==> config.mk <==
export PLATFORM = sky130hd
export DESIGN_NAME = lba_to_chs_request_translator_unit
export DESIGN_NICKNAME = d
export VERILOG_FILES = /design/src/rtl/ltc_pkg.sv /design/src/rtl/lba_to_chs_request_translator_unit.sv /design/src/rtl/ltc_queue.sv /design/src/rtl/ltc_front.sv /design/src/rtl/ltc_div_pipe.sv /design/src/rtl/ltc_back.sv
export SDC_FILE = /design/constraint.sdc
export NUM_CORES = 2
export LEC_CHECK = 0
export ABC_AREA = 1
export CAP_MARGIN = 0
export CORE_MARGIN = 5
export CORE_UTILIZATION = 65
export CTS_CLUSTER_DIAMETER = 60
export CTS_CLUSTER_SIZE = 8
export DETAILED_ROUTE_END_ITERATION = 8
export DONT_BUFFER_PORTS = 1
export GPL_ROUTABILITY_DRIVEN = 1
export PLACE_DENSITY = 0.82
export SYNTH_ARGS = -nofsm -noshare
export SYNTH_HDL_FRONTEND = slang
export SYNTH_SLANG_ARGS = --single-unit
==> constraint.sdc <==
create_clock -name i_clk -period 25.8 [get_ports i_clk]
set_input_delay 2.58 -clock i_clk [delete_from_list [all_inputs] [get_ports i_clk]]
set_output_delay 2.58 -clock i_clk [all_outputs]
set_load 0.02 [all_outputs]
==> src/rtl/ltc_pkg.sv <==
package ltc_pkg;

    // Configuration port
    localparam int CFG_AW         = 5;
    localparam int CFG_DW         = 32;
    localparam int CFG_IDX_W      = 3;
    localparam int MAX_DRIVES     = 2;
    localparam int DRV_W          = 1;
    localparam int REGS_PER_DRIVE = 3;
    localparam int FLD_SPT        = 0;
    localparam int FLD_HEADS      = 1;
    localparam int FLD_CYL        = 2;

    // Result status codes
    typedef logic [1:0] t_status;
    localparam t_status ST_OK    = 2'd0;
    localparam t_status ST_RANGE = 2'd1;
    localparam t_status ST_HEADS = 2'd2;

    // Task-file constants
    localparam logic [7:0] DEV_HEAD_BASE  = 8'hA0;
    localparam logic [7:0] MAX_HEADS      = 8'd16;
    localparam logic [7:0] CTL_HEAD_LIMIT = 8'd8;
    localparam logic [3:0] CTL_VALUE      = 4'd8;

    // Queue between front and back
    localparam int Q_DEPTH = 4;
    localparam int Q_AW    = 2;

    // Divider shapes: block / spt, then track / heads
    localparam int BLOCK_W    = 32;
    localparam int SPT_W      = 8;
    localparam int TRACK_W    = 20;
    localparam int HEAD_DVS_W = 5;
    localparam int DIV_BPS    = 4;

    // Classified request handed from front to back
    typedef struct packed {
        t_status               status;
        logic                  unit;
        logic [BLOCK_W-1:0]    block;
        logic [7:0]            count;
        logic                  wr;
        logic [SPT_W-1:0]      spt;
        logic [7:0]            heads;
    } t_req;

    // Sideband through the sector divider
    typedef struct packed {
        t_status               status;
        logic                  unit;
        logic [7:0]            heads;
        logic [7:0]            count;
        logic                  wr;
    } t_side1;

    // Sideband through the head divider
    typedef struct packed {
        t_status               status;
        logic                  unit;
        logic                  ctl;
        logic [7:0]            count;
        logic                  wr;
        logic [7:0]            sec;
    } t_side2;

endpackage

==> src/rtl/lba_to_chs_request_translator_unit.sv <==
// Channel     | Direction | Handshake                       | Payload
// ------------+-----------+---------------------------------+------------------------------
// request     | in        | push / full                     | drive unit, start block,
//             |           |                                 | sector count, cmd
// result      | out       | empty / pop                     | status, sector, head, cylinder,
//             |           |                                 | dev/head, control, count, write
// config      | in        | APB psel/penable/pwrite, pready | six geometry regs at 4*i
//
// One transaction per cycle sustained while neither side stalls; a request passes through
// two front stages, one queue slot, 8 sector-divider and 5 head-divider stages
// (4 quotient bits a stage each), and the result register before it can be popped.
// Reset is synchronous and active low; geometry clears to zero, so every request is
// out of range until the drive is configured.
// The front stalls only when the 4-entry queue is full; the back stalls as a whole
// while a result waits unpopped.
module lba_to_chs_request_translator_unit
    import ltc_pkg::*;
#(
    parameter int NUM_DRIVES = 2
) (
    input  logic              i_clk,
    input  logic              i_rst_n,
    // APB configuration
    input  logic              psel,
    input  logic              penable,
    input  logic              pwrite,
    input  logic [CFG_AW-1:0] paddr,
    input  logic [CFG_DW-1:0] pwdata,
    output logic [CFG_DW-1:0] prdata,
    output logic              pready,
    // request queue side
    input  logic              push,
    output logic              full,
    input  logic              i_drive_unit,
    input  logic [31:0]       i_start_block,
    input  logic [7:0]        i_sector_count,
    input  logic              i_cmd,
    // result queue side
    output logic              empty,
    input  logic              pop,
    output logic [1:0]        o_status,
    output logic [7:0]        o_sector_number,
    output logic [3:0]        o_head_number,
    output logic [15:0]       o_cylinder_number,
    output logic [7:0]        o_device_head_byte,
    output logic [3:0]        o_control_byte,
    output logic [7:0]        o_count_byte,
    output logic              o_is_write
);

    logic                 cfg_wr;
    logic [CFG_IDX_W-1:0] cfg_idx;
    logic                 front_valid;
    t_req                 front_req;
    logic                 q_full;
    logic                 q_empty;
    logic                 q_pop;
    t_req                 q_req;

    // zero-wait APB: the write lands in the access phase
    assign pready  = 1'b1;
    assign cfg_wr  = psel && penable && pwrite;
    assign cfg_idx = paddr[CFG_AW-1:2];

    // front: register file, geometry lookup, range and head checks
    ltc_front #(
        .NUM_DRIVES (NUM_DRIVES)
    ) u_front (
        .i_clk          (i_clk),
        .i_rst_n        (i_rst_n),
        .i_cfg_wr       (cfg_wr),
        .i_cfg_idx      (cfg_idx),
        .i_cfg_wdata    (pwdata),
        .o_cfg_rdata    (prdata),
        .i_push         (push),
        .i_drive_unit   (i_drive_unit),
        .i_start_block  (i_start_block),
        .i_sector_count (i_sector_count),
        .i_cmd          (i_cmd),
        .o_full         (full),
        .o_valid        (front_valid),
        .o_req          (front_req),
        .i_q_full       (q_full)
    );

    // decouples classification from the divider pipelines
    ltc_queue u_queue (
        .i_clk   (i_clk),
        .i_rst_n (i_rst_n),
        .i_push  (front_valid),
        .i_data  (front_req),
        .o_full  (q_full),
        .i_pop   (q_pop),
        .o_data  (q_req),
        .o_empty (q_empty)
    );

    // back: two pipelined dividers and the task-file bytes
    ltc_back u_back (
        .i_clk              (i_clk),
        .i_rst_n            (i_rst_n),
        .i_q_empty          (q_empty),
        .i_req              (q_req),
        .o_q_pop            (q_pop),
        .o_empty            (empty),
        .i_pop              (pop),
        .o_status           (o_status),
        .o_sector_number    (o_sector_number),
        .o_head_number      (o_head_number),
        .o_cylinder_number  (o_cylinder_number),
        .o_device_head_byte (o_device_head_byte),
        .o_control_byte     (o_control_byte),
        .o_count_byte       (o_count_byte),
        .o_is_write         (o_is_write)
    );

endmodule

==> src/rtl/ltc_queue.sv <==
module ltc_queue
    import ltc_pkg::*;
(
    input  logic i_clk,
    input  logic i_rst_n,
    input  logic i_push,
    input  t_req i_data,
    output logic o_full,
    input  logic i_pop,
    output t_req o_data,
    output logic o_empty
);

    t_req              r_mem [Q_DEPTH];
    logic [Q_AW-1:0]   r_wr_ptr;
    logic [Q_AW-1:0]   r_rd_ptr;
    logic [Q_AW:0]     r_count;
    logic              do_push;
    logic              do_pop;

    assign o_full  = (r_count == (Q_AW+1)'(Q_DEPTH));
    assign o_empty = (r_count == '0);
    assign do_push = i_push && !o_full;
    assign do_pop  = i_pop && !o_empty;
    assign o_data  = r_mem[r_rd_ptr];

    always_ff @(posedge i_clk) begin
        if (!i_rst_n) begin
            r_wr_ptr <= '0;
            r_rd_ptr <= '0;
            r_count  <= '0;
        end else begin
            if (do_push) begin
                r_wr_ptr <= r_wr_ptr + 1'b1;
            end
            if (do_pop) begin
                r_rd_ptr <= r_rd_ptr + 1'b1;
            end
            if (do_push && !do_pop) begin
                r_count <= r_count + 1'b1;
            end else if (do_pop && !do_push) begin
                r_count <= r_count - 1'b1;
            end
        end
    end

    always_ff @(posedge i_clk) begin
        if (do_push) begin
            r_mem[r_wr_ptr] <= i_data;
        end
    end

endmodule

==> src/rtl/ltc_front.sv <==
module ltc_front
    import ltc_pkg::*;
#(
    parameter int NUM_DRIVES = 2
) (
    input  logic                 i_clk,
    input  logic                 i_rst_n,
    // configuration
    input  logic                 i_cfg_wr,
    input  logic [CFG_IDX_W-1:0] i_cfg_idx,
    input  logic [CFG_DW-1:0]    i_cfg_wdata,
    output logic [CFG_DW-1:0]    o_cfg_rdata,
    // requests in
    input  logic                 i_push,
    input  logic                 i_drive_unit,
    input  logic [BLOCK_W-1:0]   i_start_block,
    input  logic [7:0]           i_sector_count,
    input  logic                 i_cmd,
    output logic                 o_full,
    // classified requests out
    output logic                 o_valid,
    output t_req                 o_req,
    input  logic                 i_q_full
);

    logic [SPT_W-1:0] r_spt   [MAX_DRIVES];
    logic [7:0]       r_heads [MAX_DRIVES];
    logic [15:0]      r_cyl   [MAX_DRIVES];

    // stage A: geometry looked up, heads * spt
    logic               r_a_valid;
    logic               r_a_unit;
    logic [BLOCK_W-1:0] r_a_block;
    logic [7:0]         r_a_count;
    logic               r_a_wr;
    logic [SPT_W-1:0]   r_a_spt;
    logic [7:0]         r_a_heads;
    logic [15:0]        r_a_cyl;
    logic [15:0]        r_a_hs;

    // stage B: capacity
    logic               r_b_valid;
    logic               r_b_unit;
    logic [BLOCK_W-1:0] r_b_block;
    logic [7:0]         r_b_count;
    logic               r_b_wr;
    logic [SPT_W-1:0]   r_b_spt;
    logic [7:0]         r_b_heads;
    logic [31:0]        r_b_cap;

    logic               adv;
    logic               accept;
    logic [DRV_W-1:0]   sel;
    logic [32:0]        req_end;
    logic               out_of_range;
    t_status            status;

    always_ff @(posedge i_clk) begin
        if (!i_rst_n) begin
            for (int d = 0; d < MAX_DRIVES; d++) begin
                r_spt[d]   <= '0;
                r_heads[d] <= '0;
                r_cyl[d]   <= '0;
            end
        end else if (i_cfg_wr) begin
            for (int d = 0; d < MAX_DRIVES; d++) begin
                if (d < NUM_DRIVES) begin
                    if (i_cfg_idx == CFG_IDX_W'(d*REGS_PER_DRIVE + FLD_SPT)) begin
                        r_spt[d] <= i_cfg_wdata[SPT_W-1:0];
                    end
                    if (i_cfg_idx == CFG_IDX_W'(d*REGS_PER_DRIVE + FLD_HEADS)) begin
                        r_heads[d] <= i_cfg_wdata[7:0];
                    end
                    if (i_cfg_idx == CFG_IDX_W'(d*REGS_PER_DRIVE + FLD_CYL)) begin
                        r_cyl[d] <= i_cfg_wdata[15:0];
                    end
                end
            end
        end
    end

    always_comb begin
        o_cfg_rdata = '0;
        for (int d = 0; d < MAX_DRIVES; d++) begin
            if (d < NUM_DRIVES) begin
                if (i_cfg_idx == CFG_IDX_W'(d*REGS_PER_DRIVE + FLD_SPT)) begin
                    o_cfg_rdata = CFG_DW'(r_spt[d]);
                end
                if (i_cfg_idx == CFG_IDX_W'(d*REGS_PER_DRIVE + FLD_HEADS)) begin
                    o_cfg_rdata = CFG_DW'(r_heads[d]);
                end
                if (i_cfg_idx == CFG_IDX_W'(d*REGS_PER_DRIVE + FLD_CYL)) begin
                    o_cfg_rdata = CFG_DW'(r_cyl[d]);
                end
            end
        end
    end

    // whole front moves together; it stalls only when stage B cannot drain
    assign adv    = !r_b_valid || !i_q_full;
    assign o_full = !adv;
    assign accept = i_push && adv;
    assign sel    = i_drive_unit;

    always_ff @(posedge i_clk) begin
        if (!i_rst_n) begin
            r_a_valid <= 1'b0;
            r_b_valid <= 1'b0;
        end else if (adv) begin
            r_a_valid <= accept;
            r_b_valid <= r_a_valid;
        end
    end

    always_ff @(posedge i_clk) begin
        if (adv) begin
            r_a_unit  <= i_drive_unit;
            r_a_block <= i_start_block;
            r_a_count <= i_sector_count;
            r_a_wr    <= i_cmd;
            r_a_spt   <= r_spt[sel];
            r_a_heads <= r_heads[sel];
            r_a_cyl   <= r_cyl[sel];
            r_a_hs    <= r_heads[sel] * r_spt[sel];

            r_b_unit  <= r_a_unit;
            r_b_block <= r_a_block;
            r_b_count <= r_a_count;
            r_b_wr    <= r_a_wr;
            r_b_spt   <= r_a_spt;
            r_b_heads <= r_a_heads;
            r_b_cap   <= r_a_hs * r_a_cyl;
        end
    end

    // range check first, then head limit
    assign req_end      = {1'b0, r_b_block} + 33'(r_b_count);
    assign out_of_range = ({31'b0, r_b_unit} >= 32'(NUM_DRIVES))
                          || (r_b_block >= r_b_cap)
                          || (req_end > {1'b0, r_b_cap});

    always_comb begin
        priority if (out_of_range) begin
            status = ST_RANGE;
        end else if (r_b_heads > MAX_HEADS) begin
            status = ST_HEADS;
        end else begin
            status = ST_OK;
        end
    end

    assign o_valid       = r_b_valid;
    assign o_req.status  = status;
    assign o_req.unit    = r_b_unit;
    assign o_req.block   = r_b_block;
    assign o_req.count   = r_b_count;
    assign o_req.wr      = r_b_wr;
    assign o_req.spt     = r_b_spt;
    assign o_req.heads   = r_b_heads;

endmodule

==> src/rtl/ltc_div_pipe.sv <==
module ltc_div_pipe
    import ltc_pkg::*;
#(
    parameter int  DW  = 32,
    parameter int  VW  = 8,
    parameter int  BPS = 4,
    parameter type t_side = logic
) (
    input  logic          i_clk,
    input  logic          i_rst_n,
    input  logic          i_en,
    input  logic          i_valid,
    input  logic [DW-1:0] i_dividend,
    input  logic [VW-1:0] i_divisor,
    input  t_side         i_side,
    output logic          o_valid,
    output logic [DW-1:0] o_quotient,
    output logic [VW-1:0] o_remainder,
    output t_side         o_side
);

    localparam int STAGES = DW / BPS;

    logic          r_valid [STAGES];
    logic [VW-1:0] r_rem   [STAGES];
    logic [DW-1:0] r_quo   [STAGES];
    logic [VW-1:0] r_dvs   [STAGES];
    t_side         r_side  [STAGES];

    // r_quo shifts dividend bits out at the top and quotient bits in at the bottom
    for (genvar s = 0; s < STAGES; s++) begin : g_stage
        logic          in_valid;
        logic [VW-1:0] in_rem;
        logic [DW-1:0] in_quo;
        logic [VW-1:0] in_dvs;
        t_side         in_side;
        logic [VW-1:0] n_rem;
        logic [DW-1:0] n_quo;

        if (s == 0) begin : g_first
            assign in_valid = i_valid;
            assign in_rem   = '0;
            assign in_quo   = i_dividend;
            assign in_dvs   = i_divisor;
            assign in_side  = i_side;
        end else begin : g_next
            assign in_valid = r_valid[s-1];
            assign in_rem   = r_rem[s-1];
            assign in_quo   = r_quo[s-1];
            assign in_dvs   = r_dvs[s-1];
            assign in_side  = r_side[s-1];
        end

        always_comb begin
            logic [VW:0]   trial;
            logic [VW-1:0] rem;
            logic [DW-1:0] quo;
            rem = in_rem;
            quo = in_quo;
            for (int b = 0; b < BPS; b++) begin
                trial = {rem, quo[DW-1]};
                quo   = {quo[DW-2:0], 1'b0};
                if (trial >= {1'b0, in_dvs}) begin
                    trial  = trial - {1'b0, in_dvs};
                    quo[0] = 1'b1;
                end
                rem = trial[VW-1:0];
            end
            n_rem = rem;
            n_quo = quo;
        end

        always_ff @(posedge i_clk) begin
            if (!i_rst_n) begin
                r_valid[s] <= 1'b0;
            end else if (i_en) begin
                r_valid[s] <= in_valid;
            end
        end

        always_ff @(posedge i_clk) begin
            if (i_en) begin
                r_rem[s]  <= n_rem;
                r_quo[s]  <= n_quo;
                r_dvs[s]  <= in_dvs;
                r_side[s] <= in_side;
            end
        end
    end

    assign o_valid     = r_valid[STAGES-1];
    assign o_quotient  = r_quo[STAGES-1];
    assign o_remainder = r_rem[STAGES-1];
    assign o_side      = r_side[STAGES-1];

endmodule

==> src/rtl/ltc_back.sv <==
module ltc_back
    import ltc_pkg::*;
(
    input  logic        i_clk,
    input  logic        i_rst_n,
    // classified requests from the queue
    input  logic        i_q_empty,
    input  t_req        i_req,
    output logic        o_q_pop,
    // results
    output logic        o_empty,
    input  logic        i_pop,
    output t_status     o_status,
    output logic [7:0]  o_sector_number,
    output logic [3:0]  o_head_number,
    output logic [15:0] o_cylinder_number,
    output logic [7:0]  o_device_head_byte,
    output logic [3:0]  o_control_byte,
    output logic [7:0]  o_count_byte,
    output logic        o_is_write
);

    logic                  adv;
    t_side1                side1_in;
    logic                  d1_valid;
    logic [BLOCK_W-1:0]    d1_quo;
    logic [SPT_W-1:0]      d1_rem;
    t_side1                d1_side;
    t_side2                side2_in;
    logic                  d2_valid;
    logic [TRACK_W-1:0]    d2_quo;
    logic [HEAD_DVS_W-1:0] d2_rem;
    t_side2                d2_side;
    logic                  ok;
    logic [3:0]            head;

    logic                  r_out_valid;
    t_status               r_status;
    logic [7:0]            r_sec;
    logic [3:0]            r_head;
    logic [15:0]           r_cyl;
    logic                  r_unit;
    logic                  r_ctl;
    logic [7:0]            r_count;
    logic                  r_wr;

    assign adv     = !r_out_valid || i_pop;
    assign o_q_pop = adv && !i_q_empty;

    assign side1_in.status = i_req.status;
    assign side1_in.unit   = i_req.unit;
    assign side1_in.heads  = i_req.heads;
    assign side1_in.count  = i_req.count;
    assign side1_in.wr     = i_req.wr;

    // block / spt -> track, sector - 1
    ltc_div_pipe #(
        .DW     (BLOCK_W),
        .VW     (SPT_W),
        .BPS    (DIV_BPS),
        .t_side (t_side1)
    ) u_sec_div (
        .i_clk       (i_clk),
        .i_rst_n     (i_rst_n),
        .i_en        (adv),
        .i_valid     (!i_q_empty),
        .i_dividend  (i_req.block),
        .i_divisor   (i_req.spt),
        .i_side      (side1_in),
        .o_valid     (d1_valid),
        .o_quotient  (d1_quo),
        .o_remainder (d1_rem),
        .o_side      (d1_side)
    );

    assign side2_in.status = d1_side.status;
    assign side2_in.unit   = d1_side.unit;
    assign side2_in.ctl    = (d1_side.heads > CTL_HEAD_LIMIT);
    assign side2_in.count  = d1_side.count;
    assign side2_in.wr     = d1_side.wr;
    assign side2_in.sec    = d1_rem + 8'd1;

    // track / heads -> cylinder, head; an accepted track stays below 2^20
    ltc_div_pipe #(
        .DW     (TRACK_W),
        .VW     (HEAD_DVS_W),
        .BPS    (DIV_BPS),
        .t_side (t_side2)
    ) u_head_div (
        .i_clk       (i_clk),
        .i_rst_n     (i_rst_n),
        .i_en        (adv),
        .i_valid     (d1_valid),
        .i_dividend  (d1_quo[TRACK_W-1:0]),
        .i_divisor   (d1_side.heads[HEAD_DVS_W-1:0]),
        .i_side      (side2_in),
        .o_valid     (d2_valid),
        .o_quotient  (d2_quo),
        .o_remainder (d2_rem),
        .o_side      (d2_side)
    );

    assign ok   = (d2_side.status == ST_OK);
    assign head = ok ? d2_rem[3:0] : 4'd0;

    always_ff @(posedge i_clk) begin
        if (!i_rst_n) begin
            r_out_valid <= 1'b0;
        end else if (adv) begin
            r_out_valid <= d2_valid;
        end
    end

    always_ff @(posedge i_clk) begin
        if (adv) begin
            r_status <= d2_side.status;
            r_sec    <= ok ? d2_side.sec : 8'd0;
            r_head   <= head;
            r_cyl    <= ok ? d2_quo[15:0] : 16'd0;
            r_unit   <= d2_side.unit;
            r_ctl    <= d2_side.ctl;
            r_count  <= d2_side.count;
            r_wr     <= d2_side.wr;
        end
    end

    assign o_empty            = !r_out_valid;
    assign o_status           = r_status;
    assign o_sector_number    = r_sec;
    assign o_head_number      = r_head;
    assign o_cylinder_number  = r_cyl;
    assign o_device_head_byte = DEV_HEAD_BASE | {3'b000, r_unit, r_head};
    assign o_control_byte     = r_ctl ? CTL_VALUE : 4'd0;
    assign o_count_byte       = r_count;
    assign o_is_write         = r_wr;

endmodule

**After elaboration in Yosys (flattened, before gate mapping)**

Memory sizes are Yosys's and may differ from the RTL's. A register that Yosys moved wholly into a read port is not among the register bits.
Index checks and enable logic that the tools add are counted.

- Add/sub/neg operators: 58
- Multiply operators: 2
- Divide/modulo/power cells: 0
- Magnitude comparators: 56
- Equal/unequal tests: 6
- Shifts and indexed selects: 0
- Mux-type cells: 167
- Bitwise logic cells: 19
- Reduce and logical (&&, ||, !) cells: 25

Operator list:

| cell | count |
|---|---|
| 2-to-1 mux 8 bit | 38 |
| >= comparator 9 x 8 -> 1 bit | 31 |
| subtractor 8 bit | 31 |
| >= comparator 6 x 5 -> 1 bit | 19 |
| 2-to-1 mux 5 bit | 20 |
| 2-to-1 mux 1 bit | 96 |
| 2-to-1 mux 16 bit | 6 |
| subtractor 5 bit | 19 |
| adder 32 x 8 -> 33 bit | 1 |
| > comparator 33 x 32 -> 1 bit | 1 |
| >= comparator 32 bit | 1 |
| multiplier 16 x 16 -> 32 bit | 1 |
| OR 1 bit | 19 |
| multiplier 8 x 8 -> 16 bit | 1 |
| zero test 1 bit | 10 |
| equality test 3 bit, second input constant | 3 |
| adder 8 x 1 -> 8 bit, second input constant | 1 |
| >= comparator 1 x 8 -> 1 bit | 1 |
| > comparator 8 x 4 -> 1 bit, second input constant | 1 |
| > comparator 8 x 5 -> 1 bit, second input constant | 1 |
| logical AND 1 bit | 8 |
| 2-to-1 mux 2 bit | 4 |
| subtractor 1 x 8 -> 8 bit | 1 |
| equality test 3 x 2 -> 1 bit, second input constant | 2 |
| 12 further kinds | 17 |

- Register bits: 194
- Latch bits: 0
- Bits in writable memories: 1116
- Memory bits (read-only): 0
- Input port bits: 86
- Output and inout port bits: 86
- Word-level logic and storage cells: 372
- Memories: 14

Memory list:

| memory | words | width | rd ports | clocked after memory_dff | write ports | line | RTL |
|---|---|---|---|---|---|---|---|
| u_back.u_sec_div.r_quo | 8 | 32 | 8 | 0 | 8 | ltc_div_pipe.sv:26 | `logic [DW-1:0] r_quo [STAGES];` |
| u_queue.r_mem | 4 | 60 | 1 | 1 | 1 | ltc_queue.sv:14 | `t_req r_mem [Q_DEPTH];` |
| u_back.u_sec_div.r_side | 8 | 20 | 8 | 0 | 8 | ltc_div_pipe.sv:28 | `t_side r_side [STAGES];` |
| u_back.u_head_div.r_side | 5 | 21 | 5 | 0 | 5 | ltc_div_pipe.sv:28 |  |
| u_back.u_head_div.r_quo | 5 | 20 | 5 | 1 | 5 | ltc_div_pipe.sv:26 |  |
| u_back.u_sec_div.r_dvs | 8 | 8 | 7 | 0 | 8 | ltc_div_pipe.sv:27 | `logic [VW-1:0] r_dvs [STAGES];` |
| 8 more memories | n/a | n/a | n/a | n/a | n/a | n/a |  |

**Depth between registers and ports, before layout**

An unclocked memory read counts as a cell.

- Word-level depth: 9
- Gate-level depth with buffers: 48
- Mapped depth without buffers: 46

**Cells and area by module**

From an unflattened synthesis, not the netlist that was laid out.

- Cells, all modules: 7344
- Area, all modules: 77523.1 um^2

By module, submodules not included:

| module | times used | cells each | area an instance (um^2) | seq. area each (um^2) |
|---|---|---|---|---|
| ltc_div_pipe (u_back.u_sec_div) | 1 | 3013 | 30948.4 | 16325.7 |
| ltc_front | 1 | 2354 | 21979.8 | 7367.1 |
| ltc_div_pipe (u_back.u_head_div) | 1 | 1162 | 13100.1 | 7647.3 |
| ltc_queue | 1 | 650 | 9551.7 | 7387.1 |
| ltc_back | 1 | 160 | 1918.1 | 1251.2 |
| lba_to_chs_request_translator_unit | 1 | 5 | 25.0 | 0.0 |

**Least setup slack after synthesis**

Ideal clock, no wire load.

- Kind: input -> register
- Start: in pop
- End: mem u_back.u_head_div.r_valid[0], data pin
- Setup time: 0.255 ns
- Arrival: 20.193 ns
- Data required time: 25.545 ns
- Slack: 5.352 ns
- Stages on the path: 4
- Buffers on the path: 0
- Cells stage by stage: nor2_1 inv_1 nand2_1 nor2_1

RTL lines:

| element | line | RTL |
|---|---|---|
| from (decl) | lba_to_chs_request_translator_unit.sv:40 | `input logic pop,` |
| to (decl) | ltc_div_pipe.sv:24 | `logic r_valid [STAGES];` |

==> PnR_summary.wiki <==
{| class="wikitable"
! Metric !! Value
|-
| Hold WC Path Type || register to register
|-
| Final Slew Violations || 0
|-
| Per-instance average area after synthesis || 10.29 um^2
|-
| Fillers || 7558
|-
| Count of input and output buffers || 0
|-
| Setup TNS after final layout || 0 ps
|-
| Number of global-route vias before repair || 49660
|-
| Drt via density || 5.634
|-
| Worst skew pair latency || 770 ps
|-
| Met2 wire length || 74970 um
|-
| Antenna violations before repair || 0
|-
| Die height || 344.0 um
|-
| Data required time at the worst endpoint || 26290 ps
|-
| Area of all sequential standard cells || 36830 um^2
|-
| Total Die Area || 118300 um^2
|-
| Run status || complete, no violations
|-
| Horizontal die dimension || 344.0 um
|-
| Number of cells on the worst hold path || 0
|-
| Achievable clock frequency || 0.1213 GHz
|-
| Number of rows in the core area || 122
|-
| Startpoint of the worst hold path || u_back.u_sec_div.r_quo[1][71]
|-
| Final #Nets || 8049
|-
| DRC || 0
|-
| Global route overflow || 0
|-
| Antenna fix cells || 0
|-
| HPWL after detailed placement || 105500 um
|-
| Count of vias placed by the detailed router || 48780
|-
| Drt total wl || 149200 um
|-
| Maximum buffer depth of the clock tree || 3
|-
| Initial standard-cell utilization of the core || 65.52%
|-
| Number of buffers inserted by hold repair at cts || 0
|-
| Cell count after synthesis || 7044
|-
| Number of distinct library cell variants in the gate-level netlist after synthesis || 72
|-
| Flop and latch count out of synthesis || 1231
|-
| Overall global routing resource usage || 25.58%
|-
| Largest net degree at the start of global routing || 130
|-
| Routability congestion estimate from global placement || 0.9176
|-
| Endpoint of the worst hold-timing path || u_back.u_sec_div.r_quo[1][107]
|-
| Setup slack of the worst register-to-register path || 17550 ps
|-
| Kind of critical path || register to register
|-
| Crit path setup slack, layout || 17550 ps
|-
| Core Box Area || 110700 um^2
|-
| CTS tree || done
|-
| Cell count of the worst reg-to-reg path || 43
|-
| Highest routing layer actually used || met4
|-
| End of the worst register-to-register path || u_back.u_sec_div.r_rem[0][4]
|-
| Final worst clock skew || 53.56 ps
|-
| Final number of setup-violating endpoints || 0
|-
| Detailed router's first-iteration violation count || 3443
|-
| Slowest stage delay, CP || 590 ps
|-
| Post-synthesis instance area || 72510 um^2
|-
| Delay-heaviest family, CP || compound AO/OA/AOI/OAI gates
|-
| Root buffer selected by CTS || clkbuf_16
|-
| Slew headroom || 23.46%
|-
| Max H-tree Level || 4
|-
| Length of routed met3 wiring || 8761 um
|-
| Mean routed wirelength per cell || 17.23 um
|-
| Share of the clock period used by the worst path || 31.96%
|-
| Cell type of the slowest stage on the worst timing path || a211oi_2
|-
| Placement Setup Slack || 17720 ps
|-
| Arr. time, crit path || 8730 ps
|-
| Biggest fanout along the worst timing path || 50
|-
| Number of clock sinks seen by CTS || 1231
|-
| CP startpoint kind || register
|-
| Number of primary I/O pins || 172
|-
| Cell with the most instances on the worst path || nand2_1
|-
| RSZ-0062 raised after global routing || false
|-
| EDFF count, synth || 1217
|-
| Minimum period implied by the final worst setup slack || 8246 ps
|-
| Total of warnings raised by yosys || 0
|-
| Actual transition at the worst max-transition pin || 1136 ps
|-
| Final antenna-violating net count || 0
|-
| Max cap viols || 0
|-
| Final Hold Slack || 388.7 ps
|-
| TritonRoute pass-1 iters || 6
|-
| Clock buffer count from CTS || 179
|-
| Post-CTS Repair Setup Buffers || 0
|-
| CTS resizes || 0
|-
| Clock slew at reported path FFs || 50 ps
|-
| Asr flop ratio synth || 0%
|-
| Crit path capture type || register
|-
| Global-route wire length before repair || 244800 um
|-
| Area occupied by multi-input gates || 30700 um^2
|-
| Met1 wire length || 58910 um
|-
| Share of post-route cells with drive strength above 1 || 5.174%
|-
| Critical path buffer and inverter count || 9
|-
| Area delta synth->final || 8.920%
|-
| Primary flip-flop cell chosen by synthesis mapping || edfxtp_1
|-
| Final count of hold timing violations || 0
|-
| Sequential-to-total area share from yosys stat || 50.79%
|}
-- logic make-up (layout without fill, tap and decap cells) --
group	count (synthesis)	in the layout	share of synthesized area [%]
AOI/OAI and AO/OA	879	879	6.780
xor gates and xnor gates	272	272	3.286
adders and majority gates	847	847	17.54
buffers and inverters	1312	1417	7.034
DFF	1231	1231	50.79
muxes	5	5	0.07765
other	2	23	0.01036
and+or+nand+nor	2496	2496	14.49
-- synth_stat cells (12+ instances only) --
library cell	number	share of area (%)
o21ai_0	322	2.2
inv_1	1134	5.9
o211ai_1	22	0.23
or2_2	22	0.19
nand2_2	22	0.19
nor3_1	42	0.29
edfxtp_1	1217	50
nand3_2	16	0.22
nand3_1	249	1.7
clkbuf_1	106	0.55
nor2_2	12	0.10
nor2_1	454	2.4
nand4_1	69	0.60
xnor2_1	104	1.3
nor4_1	16	0.14
fa_1	282	7.8
o22ai_1	49	0.42
o21bai_1	13	0.13
ha_1	565	9.7
o21a_1	25	0.26
a21oi_1	302	2.1
o21ai_1	57	0.39
xor2_1	168	2.0
buf_4	37	0.38
nand3b_1	18	0.19
nand2_1	1543	8.0
dfxtp_1	14	0.39
-- per-stage QoR --
stage               area, um^2  util, %  instances
finish                   78970    71.36       8658
global route             78970    71.36       8658
CTS                      78970    71.36       8658
detailed placement       73950    66.83       8423
global placement         73950    66.83       8423
floorplan                72590        -       7065
-- flip-flops by register name, indices dropped and copies added (netlist names), 16 cells and up, named ones only --
signal / cells
u_front.r_a_block: 32
u_back.u_head_div.r_dvs: 20
u_back.u_head_div.r_rem: 24
u_back.u_sec_div.r_dvs: 56
u_back.u_sec_div.r_quo: 172
u_front.r_heads: 16
u_back.u_sec_div.r_rem: 64
u_front.r_b_block: 32
u_back.o_cylinder_number: 16
u_front.r_a_cyl: 16
u_front.r_b_cap: 32
u_back.u_head_div.r_quo: 80
u_front.r_cyl: 32
u_back.u_head_div.r_side: 105
u_back.u_sec_div.r_side: 160
u_front.r_a_hs: 16
u_queue.r_mem: 240
u_front.r_spt: 16
-- cell type report --
cell class                      count  share of cell area [%]
Sequential cell                  1231                   46.63
Clock inverter                     28                  0.4579
Timing Repair Buffer               33                  0.3137
Clock buffer                      207                   5.898
Inverter                         1149                   5.471
Tap cell                         1488                   2.357
Multi-Input combinational cell   4522                   38.87
-- metal layers --
metal  track usage [%]  vias up
li1                  -    23520
met1             31.14    23190
met3             4.092      423
met2             45.16     1643
met4             11.53        0
met5                 0        -
-- how the worst max path moves through the flow --
stage                        start                      endpoint  depth (start not counted)
after global placement    register  u_back.u_sec_div.r_rem[0][0]                         43
final                     register  u_back.u_sec_div.r_rem[0][4]                         43
after global routing      register  u_back.u_sec_div.r_rem[0][0]                         40
after CTS                 register  u_back.u_sec_div.r_rem[0][4]                         43
after floorplan                pop  u_back.u_head_div.r_valid[0]                          4
after detailed placement  register  u_back.u_sec_div.r_rem[0][4]                         41
-- layout by cell type, fill, tap and decap left out, drive strengths merged, types with 5 or more instances in the layout --
cell	n
buf	33
a22o	5
o21bai	13
a21o	10
nand3b	20
mux2	5
conb	23
clkinv	23
o21ai	386
o21a	25
nand2	1567
xor2	168
a21boi	8
clkbuf	207
a21oi	308
o22ai	49
nor2	472
nand4	72
fa	282
nor4	17
edfxtp	1217
nor3	44
xnor2	104
a31oi	10
dfxtp	14
ha	565
inv	1151
or2	27
o211ai	22
a211oi	11
a221oi	11
nand3	269
Power is not shown: default switching activity piles up to over one toggle a cycle in this logic, so the estimate is an artifact.
